==> src/hdl/ile_pkg.sv <==
// shared types and constants for the indexed list engine
package ile_pkg;

  localparam int ILE_CAPACITY   = 64;
  localparam int ILE_DATA_WIDTH = 32;
  localparam int POS_W          = 7;
  localparam int VAL_W          = 32;
  localparam int CNT_W          = 7;

  typedef enum logic [1:0] {
    REQ_PEEK    = 2'd0,
    REQ_REPLACE = 2'd1,
    REQ_INSERT  = 2'd2,
    REQ_REMOVE  = 2'd3
  } ile_req_t;

  typedef enum logic [1:0] {
    CELL_HOLD,
    CELL_WRITE,
    CELL_INSERT,
    CELL_REMOVE
  } ile_cell_op_t;

  typedef enum logic [1:0] {
    ST_IDLE,
    ST_MOD,
    ST_READ
  } ile_state_t;

  typedef struct packed {
    logic [1:0]       req_type;
    logic [POS_W-1:0] position;
    logic [VAL_W-1:0] value_in;
  } ile_in_t;

  typedef struct packed {
    logic             ok;
    logic [VAL_W-1:0] value_out;
    logic [CNT_W-1:0] count;
  } ile_out_t;

endpackage

==> src/hdl/ile_cell.sv <==
// one list slot: holds an element and shifts it to or from its neighbours
module ile_cell import ile_pkg::*; #(
  parameter int INDEX      = 0,
  parameter int DATA_WIDTH = ILE_DATA_WIDTH,
  parameter int IW         = 6
) (
  input  logic                  clk,
  input  ile_cell_op_t          op,
  input  logic [IW-1:0]         pos,
  input  logic [DATA_WIDTH-1:0] wr_data,
  input  logic [DATA_WIDTH-1:0] left_data,
  input  logic [DATA_WIDTH-1:0] right_data,
  input  logic [IW-1:0]         rd_idx,
  output logic [DATA_WIDTH-1:0] data,
  output logic [DATA_WIDTH-1:0] rd_data
);

  localparam logic [IW-1:0] MY_IDX = IW'(INDEX);

  logic [DATA_WIDTH-1:0] data_r;
  logic [DATA_WIDTH-1:0] data_nxt;

  always_comb begin
    data_nxt = data_r;
    case (op)
      CELL_WRITE: begin
        if (MY_IDX == pos) begin
          data_nxt = wr_data;
        end
      end
      CELL_INSERT: begin
        if (MY_IDX > pos) begin
          data_nxt = left_data;
        end else if (MY_IDX == pos) begin
          data_nxt = wr_data;
        end
      end
      CELL_REMOVE: begin
        if (MY_IDX >= pos) begin
          data_nxt = right_data;
        end
      end
      default: begin
        data_nxt = data_r;
      end
    endcase
  end

  always_ff @(posedge clk) begin
    data_r <= data_nxt;
  end

  assign data    = data_r;
  assign rd_data = (rd_idx == MY_IDX) ? data_r : '0;

endmodule

==> config.mk <==
export PLATFORM = sky130hd
export DESIGN_NAME = ile_cell
export DESIGN_NICKNAME = d
export VERILOG_FILES = /design/src/hdl/ile_pkg.sv /design/src/hdl/ile_cell.sv
export SDC_FILE = /design/constraint.sdc
export NUM_CORES = 1
export LEC_CHECK = 0
export ABC_AREA = 1
export BUFFER_PORTS_ARGS = -buffer_cell sky130_fd_sc_hd__clkbuf_2
export CAP_MARGIN = 25
export CORE_MARGIN = 3
export CORE_UTILIZATION = 40
export DETAILED_ROUTE_END_ITERATION = 12
export PLACE_DENSITY_LB_ADDON = 0.08
export SYNTH_ARGS = -nofsm -noshare
export SYNTH_HDL_FRONTEND = slang
export SYNTH_SLANG_ARGS = --single-unit
==> constraint.sdc <==
create_clock -name clk -period 4.8 [get_ports clk]
set_input_delay 1.44 -clock clk [delete_from_list [all_inputs] [get_ports clk]]
set_output_delay 1.44 -clock clk [all_outputs]
set_load 0.005 [all_outputs]
# Yosys cells after proc, flatten, opt, wreduce, memory -nomap -nowiden
# Index checks and enable logic that the tools add are counted.
[word_totals]
latch_bits = 0
memories = 0
in_bits = 111
reg_bits = 32
word_cells = 16
romBits = 0
output_inout_bits = 64
ramBits = 0
[classes]
eq_ne = 4
bitwise = 0
muxes = 5
div_mod_pow = 0
mul = 0
shifts = 0
n_reduce_logical = 4
add_sub_neg = 0
magnitude_cmp = 2
[ops]
columns = ["op", "count"]
rows = [
  ["32-bit two-way mux", 4],
  ["32-bit one-hot mux with 3 select lines", 1],
  ["6-bit zero test", 2],
  ["1-bit by 6-bit >= comparator with 1-bit output (first input constant)", 1],
  ["1-bit by 6-bit > comparator with 1-bit output (first input constant)", 1],
  ["2-bit equality test (second input constant)", 2],
  ["3-bit nonzero test", 1],
  ["2-bit by 1-bit equality test with 1-bit output (second input constant)", 1],
  ["2-bit != test (second input constant)", 1],
  ["2-bit AND reduction", 1],
]

# Longest topological paths before layout
[depth]
word_depth = 4
depth_mapped = 6
mapped_depth_nobuf = 5

# Least setup slack after synthesis
# OpenSTA, ideal clock, no wires.
[synth_path]
path_type = "input to register"
from = "input pos[2]"
to = "register data_r[0] (netlist: data[0]) (enable)"
arrival_ns = 3.449
path_buffers = 1
path_slack_ns = 0.919
required_ns = 4.368
stages = 4
cell_sequence = "nor2_4 -> nand3_4 -> buf_6 -> a21oi_1"
[synth_between]
elab_chain_cells = 3
[synth_lines]
columns = ["element", "line_no", "rtl"]
rows = [
  ["start: declaration", "ile_cell.sv:9", "input logic [IW-1:0] pos,"],
  ["1-bit by 6-bit >= comparator with 1-bit output", "ile_cell.sv:39", "if (MY_IDX >= pos) begin"],
  ["2-bit != test (no line)", "n/a", ""],
  ["2-bit AND reduction (no line)", "n/a", ""],
  ["end signal: assignment", "ile_cell.sv:50", "data_r <= data_nxt;"],
  ["end: declaration", "ile_cell.sv:20", "logic [DATA_WIDTH-1:0] data_r;"],
]
# Every way passes these cells.
# A chain may end at the register's enable or synchronous reset.

# Final worst setup path
[layout_path]
from = "input rd_idx[3]"
to = "output rd_data[2]"
[layout_between]
elab_chain_cells = 2
[layout_lines]
columns = ["element", "line_no", "rtl"]
rows = [
  ["start: declaration", "ile_cell.sv:13", "input logic [IW-1:0] rd_idx,"],
  ["6-bit zero test", "ile_cell.sv:54", "assign rd_data = (rd_idx == MY_IDX) ? data_r : '0;"],
  ["32-bit two-way mux", "ile_cell.sv:54", ""],
  ["end: declaration", "ile_cell.sv:15", "output logic [DATA_WIDTH-1:0] rd_data"],
]
# Every way passes these cells.

==> metrics.txt <==
run status=finished, final reports clean; post_cts resized=0; post-synth net total=432; first-pass GRT wire length=between 10000 and 15000 um; Clock Power Share=0.255; Die W=81.0 um; power per cell area=240 nW/um^2; starting DRC count in detailed routing=125; layout net count=567; Worst-path clk slew=around 0.06 ns; synth top area cells=edfxtp_1, nand2_1, inv_1, nand4_1, nand3_1; vias post-DR=around 2500; Worst Setup End Kind=output pin; Sw Ratio=0.289; standby leakage power=between 1.5 and 2 nW; register area share after synthesis=0.427; gr usage total=0.210; Post-Synth Simple-Gate Area=0.407; synthesized-area fraction occupied by adder cells=0; top-area cell type share of the netlist area=0.427; setup violators final=0; Vias/cell=4.76; sequential share of power=0.500; largest family of logic cells by synthesized area=simple AND/OR/NAND/NOR gates; clock buffer depth=2; Reg area=961 sq um; CTS Root Cell=clkbuf_8; post-synthesis mux area share=0; layout cells sized above 1=0.352; Synth Area per Inst=roughly 7.0 sq um; setup TNS=0 ns; total wire length=6720 um; Required @ worst endpoint=about 3.4 ns; slew of the pin with the lowest slew margin=0.636 ns; Gate Count Post-Synth=321; Internal=0.522 mW; Initial Util=0.427; DRC=0; DP HPWL=between 4000 and 5000 um; initial antenna violation count=0; 1st-pass router iterations=4; CTS Hold Bufs=0; Core Region=5270 sq um; Synth Area in XOR/XNOR=0; n_diodes=0; Max Freq=between 0.2 and 0.3 GHz; max cap viols=0; Die Ht=81.0 um; total grt overflow=0; Synth area leader=edfxtp_1; Post-CTS Repair Setup Buffers=0; Rel. slew slack=0.575; post-route ant nets=0; TritonCTS clock tree=done; CTS H-tree depth=2; io pins=175; final worst-path cycle share=0.766; count of cell types in the netlist=12; crit path kind=input port to output pin; final hold viol count=0; largest net degree at the start of global routing=34; vias in the first global route=2346; Final Max Slew Viols=0; area of the multi-input gates=932 sq um; area grow syn2layout=35.9%; Gate power share=0.245; Fillers=around 550; design area=3060 sq um; area fraction in compound gates after synthesis=0.00222; Synth warnings=0; routability cong.=~0.75; CP max FO=32; CP Launch Type=input port; Mapped Area=2250 sq um; drt wl/cell=12.8 um; clk_lat worst skew=about 0.27 ns; max reg flops=32; #FFs+latches synth=32; Die ar.=between 6000 and 7000 sq um; worst vdd ir=128 uV; Final min period=3.68 ns; RSZ-0062 raised after global routing=no; min-delay worst type=register to register; # rows=26; final setup skew=0 ns; port buffer count=around 140; crit path DAT=2.24 ns; placed inst area=roughly 3000 sq um; switching power=0.212 mW; CTS Sinks=32; CTS buffer count=5
==> critical path, stage by stage <==
cell and delay, ns:
clkbuf_2 0.08, nor2_1 0.09, nand3_1 0.08, buf_4 0.25
nor2_1 0.16, clkbuf_2 0.13
==> power by group through the flow <==
stage | Clock (mW) | Sequential, mW | Combinational, mW
2_1_floorplan | 0 | 0.375 | 0.0927
3_3_place_gp | 0 | 0.372 | 0.180
3_5_place_dp | 0 | 0.372 | 0.183
4_1_cts | 0.190 | 0.367 | 0.183
5_1_grt | 0.204 | 0.371 | 0.208
6_report | 0.187 | 0.367 | 0.180
==> cell families after synthesis <==
group,after synthesis
AO/OA/AOI/OAI,1
AND/OR/NAND/NOR,202
flip-flops,32
buffers and inverters,86
==> final cells by class <==
class / instances / share of cell area
well taps: 70 / 0.0287
clock buffers: 5 / 0.0225
multi-input cells: 203 / 0.305
flip-flops and latches: 32 / 0.314
repair buffers: 149 / 0.250
inverters: 65 / 0.0798
==> synth_stat cells <==
cell / count
a21oi_1: 1
buf_6: 3
inv_2: 1
nand3_4: 1
nand4_1: 32
nor2_1: 36
nand3_1: 33
buf_2: 18
nand2_1: 97
nor2_4: 3
inv_1: 64
edfxtp_1: 32
==> layout by cell type, fill, tap and decap left out <==
master    count
nand2_1      97
buf_4         7
nand4_1      32
nand3_1      33
inv_1        64
inv_2         1
clkbuf_2    142
nand3_4       1
nor2_4        3
nor2_1       36
edfxtp_1     32
a21oi_4       1
clkbuf_8      5
==> layer usage <==
metal,vias to the layer above,wire (um),track usage
li1,1278,-,-
met1,1109,2890,0.265
met3,6,565,0.0443
met4,0,55,0.0557
met2,102,3220,0.364
met5,-,0,0
==> worst paths after layout <==
check                                from          to  slack, ns  depth (start not counted)
worst max-delay path            rd_idx[3]  rd_data[2]       1.12                          6
worst max register to register   data[13]    data[13]       3.85                          4
worst min register to register   data[23]    data[23]       0.67                          4
worst min-delay path             data[23]    data[23]       0.67                          4
==> per-stage QoR <==
stage                     instances  hold slack (ns)  total power [mW]  worst slack, ns   util
after detailed placement        519            0.657             0.554             1.12  0.567
after global routing            524            0.703             0.782             1.07  0.580
final                           524            0.670             0.734             1.12  0.580
after global placement          519            0.649             0.552             1.13  0.567
after CTS                       524            0.672             0.739             1.12  0.580
after floorplan                 321            0.658             0.467            0.919      -
Note: power is estimated with default switching activity, not from simulation.
