$ cat src/hdl/ile_pkg.sv
// shared types and constants for the indexed list engine
package ile_pkg;

  localparam int ILE_CAPACITY   = 64;
  localparam int ILE_DATA_WIDTH = 32;
  localparam int POS_W          = 7;
  localparam int VAL_W          = 32;
  localparam int CNT_W          = 7;

  typedef enum logic [1:0] {
    REQ_PEEK    = 2'd0,
    REQ_REPLACE = 2'd1,
    REQ_INSERT  = 2'd2,
    REQ_REMOVE  = 2'd3
  } ile_req_t;

  typedef enum logic [1:0] {
    CELL_HOLD,
    CELL_WRITE,
    CELL_INSERT,
    CELL_REMOVE
  } ile_cell_op_t;

  typedef enum logic [1:0] {
    ST_IDLE,
    ST_MOD,
    ST_READ
  } ile_state_t;

  typedef struct packed {
    logic [1:0]       req_type;
    logic [POS_W-1:0] position;
    logic [VAL_W-1:0] value_in;
  } ile_in_t;

  typedef struct packed {
    logic             ok;
    logic [VAL_W-1:0] value_out;
    logic [CNT_W-1:0] count;
  } ile_out_t;

endpackage

$ cat src/hdl/ile_mod_unit.sv
// bit-serial remainder of a position by the element count
module ile_mod_unit import ile_pkg::*; #(
  parameter int CW = 7
) (
  input  logic             clk,
  input  logic             rst_n,
  input  logic             start,
  input  logic [POS_W-1:0] dividend,
  input  logic [CW-1:0]    divisor,
  output logic             done,
  output logic [CW-1:0]    rem
);

  localparam int SW = $clog2(POS_W);
  localparam logic [SW-1:0] LAST_STEP = SW'(POS_W - 1);

  logic             busy_r, busy_nxt;
  logic             done_r, done_nxt;
  logic [SW-1:0]    step_r, step_nxt;
  logic [POS_W-1:0] q_r, q_nxt;
  logic [CW-1:0]    rem_r, rem_nxt;
  logic [CW:0]      trial;

  always_comb begin
    busy_nxt = busy_r;
    done_nxt = 1'b0;
    step_nxt = step_r;
    q_nxt    = q_r;
    rem_nxt  = rem_r;
    trial    = {rem_r, q_r[POS_W-1]};
    if (start) begin
      busy_nxt = 1'b1;
      step_nxt = '0;
      q_nxt    = dividend;
      rem_nxt  = '0;
    end else if (busy_r) begin
      if (trial >= {1'b0, divisor}) begin
        trial = trial - {1'b0, divisor};
      end
      rem_nxt  = trial[CW-1:0];
      q_nxt    = {q_r[POS_W-2:0], 1'b0};
      step_nxt = step_r + 1'b1;
      if (step_r == LAST_STEP) begin
        busy_nxt = 1'b0;
        done_nxt = 1'b1;
      end
    end
  end

  always_ff @(posedge clk) begin
    if (!rst_n) begin
      busy_r <= 1'b0;
      done_r <= 1'b0;
      step_r <= '0;
    end else begin
      busy_r <= busy_nxt;
      done_r <= done_nxt;
      step_r <= step_nxt;
    end
    q_r   <= q_nxt;
    rem_r <= rem_nxt;
  end

  assign done = done_r;
  assign rem  = rem_r;

endmodule

$ cat config.mk
export PLATFORM = sky130hd
export DESIGN_NAME = ile_mod_unit
export DESIGN_NICKNAME = d
export VERILOG_FILES = /design/src/hdl/ile_pkg.sv /design/src/hdl/ile_mod_unit.sv
export SDC_FILE = /design/constraint.sdc
export NUM_CORES = 1
export LEC_CHECK = 0
export BUFFER_PORTS_ARGS = -buffer_cell sky130_fd_sc_hd__buf_2
export CORE_ASPECT_RATIO = 1.4
export CORE_UTILIZATION = 51
export CTS_BUF_LIST = sky130_fd_sc_hd__clkbuf_8
export CTS_CLUSTER_DIAMETER = 120
export DETAILED_ROUTE_END_ITERATION = 12
export HOLD_SLACK_MARGIN = 0.1
export PLACE_DENSITY = 0.78
export SKIP_LAST_GASP = 1
export SLEW_MARGIN = 20
export SYNTH_ARGS = -nofsm -noshare
export SYNTH_HDL_FRONTEND = slang
export SYNTH_SLANG_ARGS = --single-unit
export TNS_END_PERCENT = 10
$ cat constraint.sdc
create_clock -name clk -period 1.6 [get_ports clk]
set_input_delay 0.32 -clock clk [delete_from_list [all_inputs] [get_ports clk]]
set_output_delay 0.32 -clock clk [all_outputs]
set_load 0.01 [all_outputs]
# After elaboration in Yosys (flattened, before gate mapping)
# Cells that the tools add are included.
word_totals:
  register_bits: 19
  input_bits: 17
  wordCells: 21
op_classes:
  add_sub_neg: 2
  magnitude_cmp: 1
  eq_ne: 1
  mux: 7
  bitwise_logic: 2
  n_reduce_logical: 3
ops:
  columns: ["op", "n"]
  rows:
  - ["2-to-1 mux 7 bit", 3]
  - [">= comparator 8 x 7 -> 1 bit", 1]
  - ["subtractor 7 bit", 1]
  - ["2-to-1 mux 1 bit", 4]
  - ["adder 3 x 1 -> 3 bit, second input constant", 1]
  - ["equality test 3 bit, second input constant", 1]
  - ["OR reduction 3 bit", 1]
  - ["inverter 1 bit", 2]
  - ["nonzero test 2 bit", 1]
  - ["OR reduction 2 bit", 1]

# Logic depth before layout (Yosys ltp)
depth:
  ltp_word: 4
  depth_mapped: 9

# Worst setup path before layout
# OpenSTA, ideal clock, no wires.
synth_path:
  path_kind: "register to register"
  startpoint: "register q_r[6]"
  endpoint: "register rem_r[0], in the netlist rem[0]"
  setup_time_ps: 88
  arrival_time_ps: 1678
  setup_slack_ps: -166
  path_stages_with_launch: 10
  path_buffers: 1
  period_less_slack_ps: 1766
  cell_sequence: "edfxtp_1 inv_1 ha_1 inv_1 fa_1 nand3_1 a31o_1 buf_6 nand3_1 a311oi_2"
synth_via:
  elab_chain_len: 2
  elab_cells_between_ends: 3
  classes_between: "1 x add/sub; 1 x order compare; 1 x mux"
synth_rtl:
  columns: ["element", "line", "text"]
  rows:
  - ["start, declared", "ile_mod_unit.sv:20", "logic [POS_W-1:0] q_r, q_nxt;"]
  - ["start signal, assigned", "ile_mod_unit.sv:60", "q_r <= q_nxt;"]
  - ["subtractor 7 bit or >= comparator 8 x 7 -> 1 bit (tied branches)", "ile_mod_unit.sv:38, ile_mod_unit.sv:37", null]
  - ["2-to-1 mux 7 bit *", "ile_mod_unit.sv:37", "if (trial >= {1'b0, divisor}) begin"]
  - ["end signal, assigned", "ile_mod_unit.sv:61", "rem_r <= rem_nxt;"]
  - ["end, declared", "ile_mod_unit.sv:21", "logic [CW-1:0] rem_r, rem_nxt;"]
# Every way passes the cells marked *; elsewhere a longest branch is shown, timed or not.
# A chain may end at the register's enable or synchronous reset.

# Final worst setup path
layout_path:
  startpoint: "register q_r[6]"
  endpoint: "register rem_r[1], in the netlist rem[1]"
# Same word-level chain as after synthesis.

==> flow_metrics.py <==
metrics = {
    "status": {
        "status": "finished, violations left",
        "violations": "negative setup slack",
    },
    "floorplanning": {
        "die-area_um2": 2680,
        "placementRows": 21,
        "start_util_pct": 53.4,
        "ios": 25,
        "die_h_um": 60.9,
        "die_x_um": 44.1,
        "coreArea_um2": 2360,
    },
    "synth": {
        "yosysSeqAreaShare_pct": 35.7,
        "ys_ff_latch": 19,
        "synth-edff-count": 7,
        "syn_avg_cell_area_um2": 9.42,
        "synth_area_leaders": "dfxtp_1 (19%), edfxtp_1 (17%), ha_1 (8.9%)",
        "synth_cells": 134,
        "synth.distinct_cells": 46,
        "syn_nets": 161,
        "yosys_warnings": 0,
        "synth_top_area_cell": "dfxtp_1",
        "yosysTopAreaCellShare_pct": 19.0,
        "ys.flop_type": "dfxtp_1",
        "synthArstFlopShare_pct": 0,
        "syn-cell-area_um2": 1260,
    },
    "clocking": {
        "htreeDepth": 1,
        "cts_setup_buffers": 0,
        "root_buffer": "clkbuf_8",
        "clk_latency_ns": 0.25,
        "cts_made_buffers": 3,
        "clockBufferDepth": 2,
        "clock_sinks": 19,
        "path_clk_slew_ns": 0.07,
        "cts_tree": "done",
        "hold_buffers": 0,
    },
    "grt": {
        "grt_start_max_net_pins": 21,
        "antenna_found_initial": 0,
        "grt_pass1_vias": 1090,
        "grt_use_total_pct": 21.7,
        "grt_overflow_total": 0,
        "grt_first_pass_wirelength_um": 4420,
    },
    "drt": {
        "routed_wl_um": 2710,
        "antenna_left": 0,
        "drc": 0,
        "post_drt_via_cell_ratio": 5.60,
        "first_iter_violations": 26,
        "vias": 1132,
        "drt_pre_antenna_iters": 7,
        "wl_per_cell_um": 13.4,
    },
    "place": {
        "post_dp_cell_area_um2": 1560,
        "dpl.hpwl_um": 2200,
        "portBuffers": 24,
        "globalplace.congestion": 0.857,
    },
    "timing": {
        "worst_pin_slew_ns": 0.378,
        "max_slew_margin_pct": 74.8,
        "max_freq_ghz": 0.564,
        "fin_ws_ns": -0.174,
        "slew_viol_final": 0,
        "rsz0062_at_grt": "true",
        "finalHoldWorstSlack_ns": 0.313,
        "period_share_pct": 111,
        "post-route-min-period_ns": 1.77,
        "clock_skew_ns": 0.00130,
        "hold_viol_final": 0,
        "setup_viol": 7,
    },
    "cells_and_area": {
        "fin_area_um2": 1610,
        "drive_above_1_share_pct": 32.4,
        "diodes": 0,
        "multi_input_area_um2": 747,
        "fin_nets": 207,
        "layout_common_cells": "buf_2 (24), buf_4 (23), inv_1 (14), nor2_1 (12), dfxtp_1 (12)",
        "fillers": 178,
        "final_core_util_pct": 68.2,
        "syn2layout_area_growth_pct": 27.8,
        "final_common_cell": "buf_2",
        "register_area_um2": 450,
    },
    "pwr": {
        "peakVddDrop_mv": 0.490,
        "p_leak_nw": 0.751,
        "power_density_nw_per_um2": 747,
    },
    "critical_path": {
        "critical_path_peak_fanout": 8,
        "worst_ep_arrival_time_ns": 1.91,
        "critPathKind": "reg -> reg",
        "critPathSlowestCell": "edfxtp_1",
        "worstPathRequired_ns": 1.74,
        "start_kind": "flop",
        "crit_top_cell": "inv_1",
        "cp-end-kind": "flop",
        "crit_chain": "inv_1 -> ha_1 -> inv_1 -> fa_2 -> nand3_2 -> a31o_4 -> and2_4 -> o311a_1",
        "max_stage_delay_ns": 0.34,
    },
    "flow_run": {
        "cap_violations": 0,
    },
    "worst_hold_path": {
        "hold_class": "in -> reg",
    },
}
## cells in the mapped netlist (2+ instances only)
library cell,count
ha_1,9
o31ai_1,2
nor3b_1,6
buf_2,2
nor2_1,12
nand2_1,9
nor2b_1,3
dfxtp_1,12
inv_1,13
nand3_1,6
edfxtp_1,7
a31oi_1,4
and3_1,2
xnor2_1,4
mux2_1,6
a21o_1,3
a21oi_1,2
o21ai_1,2
a211oi_1,2
clkbuf_1,2
## kinds of logic (layout without fill, tap and decap cells)
family / after synthesis / count (layout) / synth area share [%]
adders and majority gates: 10 / 10 / 10.5
AOI/OAI and AO/OA: 27 / 27 / 18.0
and+or+nand+nor: 48 / 48 / 20.5
muxes: 6 / 6 / 5.35
buffers and inverters: 19 / 64 / 6.44
DFF: 19 / 19 / 35.7
xor gates and xnor gates: 5 / 5 / 3.47
## sequential cells by signal, indices dropped and copies added, names as in the netlist
register	count
q_r	7
rem	7
step_r	3
busy_r	1
done	1
## timing repair
| action | in CTS | in global routing |
|---|---|---|
| pin swaps | 0 | 0 |
| setup endpoints to repair | 7 | 7 |
| resized for setup | 2 | 0 |
## power by group
part,internal (mW),switching [mW]
sequential,0.537,0.0168
clock,0.170,0.148
combinational,0.170,0.163
total,0.878,0.328
## cell type report
class | count | share of cell area (%)
Multi-Input combinational cell | 96 | 46.3
Clock buffer | 3 | 2.56
Sequential cell | 19 | 27.9
Inverter | 13 | 3.03
Timing Repair Buffer | 47 | 18.2
Tap cell | 23 | 1.78
Clock inverter | 1 | 0.233
## through the flow
step / setup TNS, ns / setup slack [ns] / total power, mW / cells
after global routing: -1.74 / -0.276 / 1.26 / 202
after global placement: -1.16 / -0.210 / 0.880 / 198
final: -0.976 / -0.174 / 1.21 / 202
after detailed placement: -1.84 / -0.303 / 0.895 / 198
after floorplan: -0.490 / -0.132 / 0.764 / 134
after CTS: -0.966 / -0.178 / 1.21 / 202
## critical path, delay by kind of cell, from the launching register on
| family | cells | cell delay (ns) |
|---|---|---|
| AOI/OAI and AO/OA | 2 | 0.54 |
| adders and majority gates | 2 | 0.40 |
| DFF | 1 | 0.34 |
| and+or+nand+nor | 2 | 0.26 |
| buffers and inverters | 2 | 0.12 |
## per-layer routing
metal	wire, um	up-vias	GRT usage (%)
met5	0	-	0
met4	17	0	6.06
met3	59	2	2.08
met2	1460	24	41.0
met1	1180	536	25.7
li1	-	570	-
## worst paths after layout
check	from	to	slack (ns)	cells past startpoint
worst min register to register	step_r[2]$_SDFFE_PP0P_	done$_SDFF_PP0_	0.50	2
worst min-delay path	rst_n	busy_r$_SDFF_PN0_	0.31	2
worst max register to register	q_r[6]$_DFFE_PP_	rem[1]$_SDFFE_PP0P_	-0.17	8
worst max-delay path	q_r[6]$_DFFE_PP_	rem[1]$_SDFFE_PP0P_	-0.17	8
Power figures use the tool's default switching activity.
